$ cat config.mk
export PLATFORM = sky130hd
export DESIGN_NAME = gab_ram
export DESIGN_NICKNAME = d
export VERILOG_FILES = /design/src/rtl/gab_ram.sv
export SDC_FILE = /design/constraint.sdc
export NUM_CORES = 2
export LEC_CHECK = 0
export ABC_CLOCK_PERIOD_IN_PS = 6560
export BUFFER_PORTS_ARGS = -buffer_cell sky130_fd_sc_hd__buf_2
export CAP_MARGIN = 20
export CORE_AREA = 10 10 482 437
export DETAILED_ROUTE_END_ITERATION = 6
export DIE_AREA = 0 0 492 447
export PLACE_DENSITY = 0.63
export SKIP_LAST_GASP = 1
export SLEW_MARGIN = 20
export SYNTH_ARGS = -nofsm -noshare
export SYNTH_HDL_FRONTEND = slang
export SYNTH_SLANG_ARGS = --single-unit
$ cat constraint.sdc
create_clock -name clk -period 6.56 [get_ports clk]
set_input_delay 0.328 -clock clk [delete_from_list [all_inputs] [get_ports clk]]
set_output_delay 0.328 -clock clk [all_outputs]
set_load 0.005 [all_outputs]
$ cat src/rtl/gab_ram.sv
`timescale 1ns / 1ps
module gab_ram #(
  parameter int WIDTH = 8,
  parameter int DEPTH = 256,
  localparam int AW = (DEPTH > 1) ? $clog2(DEPTH) : 1
) (
  input  logic             clk,
  input  logic             we,
  input  logic [AW-1:0]    waddr,
  input  logic [WIDTH-1:0] wdata,
  input  logic             re,
  input  logic [AW-1:0]    raddr,
  output logic [WIDTH-1:0] rdata
);

  logic [WIDTH-1:0] mem [DEPTH];

  always_ff @(posedge clk) begin
    if (we) begin
      mem[waddr] <= wdata;
    end
    if (re) begin
      rdata <= mem[raddr];
    end
  end

endmodule

# Yosys cells after proc, flatten, opt, wreduce, memory -nomap -nowiden
# Memory sizes are Yosys's and may differ from the RTL's. A register that Yosys moved wholly into a read port is not among the register bits.
# Index checks and enable logic that the tools add are counted.
# totals
reg_bits	0
latchBits	0
mem_bits_rw	2048
rom_bits	0
output_inout_bits	8
n_memories	1
# mem_list
name	depth	word_bits	read_ports	rd_ports_with_merged_regs	wr	line	text
mem	256	8	1	1	1	16	logic [WIDTH-1:0] mem [DEPTH];
# classes
n_addsub	0
n_mul	0
div	0
n_lt_le_gt_ge	0
eq_ne	0
shift	0
n_mux	2
n_bitwise	0
n_reduce_logical	0
# op_table
cell	n
two-way mux 1 bit	2

# Depth between registers and ports, before layout
# logic_depth
depth_word	2
mapped_depth	11
depth_no_buf	6

# Least setup slack after synthesis
# Ideal clock, no wire load.
# synth_timing
path_kind	input -> register
start	input raddr[0]
end	register rdata[2] (read register of mem), data pin
setup_ns	0.269
arrival_ns	2.135
required_time_ns	6.291
path_slack_ns	4.156
path_stages	9
path_buffers	4
path_cell_list	buf_6 buf_12 buf_8 buf_2 mux4_2 a22oi_1 a21oi_1 nor4_1 nor4_2
# synth_rtl
element	line	text
from (decl)	12	input logic [AW-1:0] raddr,
to (decl)	13	output logic [WIDTH-1:0] rdata

==> run metrics <==
result of the run completed; Setup Skew 37.0 ps; DRC 0; row cnt around 160; detailed placer's ending HPWL 117000 µm; first-pass GRT wire length roughly 280000 µm; Die Width 492 µm; smallest setup slack after layout 2760 ps; Synth async-reset ratio 0; post-DR vias/cell about 5.8; routed len/inst 29.7 µm; Synth Instances about 3.7k; Final ANT Viol Nets 0; Final Hold Viols 0; die area 220000 µm²; TritonCTS buffer count 197; post-cts resize count 0; Slew HR 0.198; Worst Hold Class input port to flip-flop; PD cells ~300 nW/µm²; Tcrit/Tclk final 0.579; CP Class input port to flip-flop; synthesized flop and latch total 2056; Post-synth EDFFs 2056; pre-CTS setup slack 1970 ps; critical path's slowest cell nor4_1; critical path buffer and inverter count 4; core area between 200000 and 250000 µm²; Die Y between 400 and 500 µm; GRT overflow 0; Worst-path clk slew 60 ps; crit path time final 3800 ps; Mapped Area 79600 µm²; critical-path cell list buf_8 > buf_4 > buf_4 > mux4_2 > a22oi_1 > a21oi_1 > nor4_1 > buf_4 > nor4_2; Req. time, crit path 7100 ps; dpl cells 6304; Fillers 16.7k; met3 routed WL ~20000 µm; Critical Path AT 4340 ps; IO Port Bufs 34; Final Max Tran Viols 0; Layout area overhead 11.8%; CP Max Fanout 66; top cells by area, synth edfxtp_1 78%, mux4_2 13%, mux2i_1 1.7%; crit-path leading delay family buffers and inverters; fin cells 6670; H-tree depth 4; length of routed met2 wiring 91400 µm; first-pass iteration count of the detailed router 6; setup violators final 0; WL met1 80800 µm; initial drt markers 5004; CP endpoint kind flip-flop; Worst path most repeated cell buf_4; Final Wtd Congestion 0.802; clk_lat worst skew 830 ps; max cap viols 0; CTS tree built; Synth Warn # 0; top sig layer met5; Synth Flop Type edfxtp_1; layout cells sized above 1 0.219; CTS Sinks 2056; Critical Path Max Stage Delay 820 ps; LEAKAGE 0.0270 µW; Seq/Total Area, Yosys 0.775; vias 38.8k; Global Route Usage Sum 0.176; worst-case clock buffer depth 3; unrepaired setup endpoints after global routing no; largest net degree at the start of global routing 163; Distinct cells, synth 54; vias in the first global route approximately 39k; Layout Nets ~3.8k; Avg Cell Area, Syn 21.3 µm²; Ports 35; initial core utilization 0.398; initial antenna violation count 20; CTS root buf clkbuf_16; syn nets 3760; fmax 263 MHz; CP startpoint kind input port; leading cell type in the layout, fill and taps excluded edfxtp_1; actual slew at the worst max-slew pin 1200 ps; most frequent cells in the layout 2056 x edfxtp_1, 454 x mux4_2, 279 x nor2_1; area leader, netlist edfxtp_1; top cell type's share of synthesized area 0.775; setup TNS 0 ps; worst-case vdd ir drop roughly 0.00025 V; Total Wirelength 198000 µm
-- where the power goes --
group / leakage [µW] / internal, µW / switching, µW
clock network: 0.00307 / 6250 / 4910
logic: 0.00545 / 423 / 855
registers: 0.0185 / 14500 / 20.6
-- worst reg2reg max path, delay by kind of cell (launching register included) --
| family | cells | cell delay (ps) |
|---|---|---|
| muxes | 1 | 520 |
| buffers and inverters | 1 | 280 |
| and+or+nand+nor | 2 | 860 |
| AOI/OAI and AO/OA | 2 | 630 |
| DFF | 1 | 360 |
-- layer usage --
metal	track usage	vias up
met3	0.0476	322
li1	-	15900
met5	0	-
met2	0.266	1910
met4	0.0541	4
met1	0.250	20600
-- flip-flops by register name, summed over array words and instances, names as in the netlist --
signal,flops
mem,2048
rdata,8
-- worst paths after layout --
check                        from                     to  slack [ps]  cells past startpoint
max                      raddr[0]     rdata[2]$_DFFE_PP_        2760                      9
max reg2reg  mem[43][2]$_DFFE_PP_     rdata[2]$_DFFE_PP_        3640                      6
min reg2reg  mem[62][0]$_DFFE_PP_     rdata[0]$_DFFE_PP_        1220                      7
min                      wdata[0]  mem[162][0]$_DFFE_PP_           3                      1
-- synth_stat cells, drive strengths merged, types with 31 or more instances --
cell type / number
a21oi: 96
a22oi: 133
buf: 122
clkbuf: 111
edfxtp: 2056
mux2i: 134
mux4: 456
nand2: 33
nand3: 34
nor2: 282
nor2b: 31
o221ai: 47
-- metrics by stage --
step                instance area, µm²  hold WS [ps]   util  total power, µW
floorplan                        79600           427      -            15500
global placement                 82600           756  0.413            16100
detailed placement               82700           750  0.413            16100
CTS                              89000          3.17  0.445            27100
global route                     89000          13.2  0.445            27700
finish                           89000          2.52  0.445            27000
-- cell families (layout without fill, tap and decap cells) --
group,count (synthesis),in the layout,synth area share
buf+inv,235,479,0.0183
simple gates,466,466,0.0263
compound gates,385,385,0.0342
other cells,0,7,0
flops,2056,2056,0.775
mux,591,591,0.146
-- cell type report --
type / instances / area, µm² / area share
Tap cell: 2686 / 3360 / 0.0377
Timing Repair Buffer: 122 / 1100 / 0.0123
Clock buffer: 242 / 5180 / 0.0582
Multi-Input combinational cell: 1442 / 16500 / 0.186
Sequential cell: 2056 / 61700 / 0.693
Clock inverter: 113 / 1110 / 0.0124
Antenna cell: 7 / 17.5 / 0.000197
Inverter: 2 / 7.51 / 0.0000843
-- repair_timing --
action	CTS	global route
hold buffers	2	1
setup buffers	0	0
endpoints found under the hold margin	12	52
(Power assumes the default switching activity.)
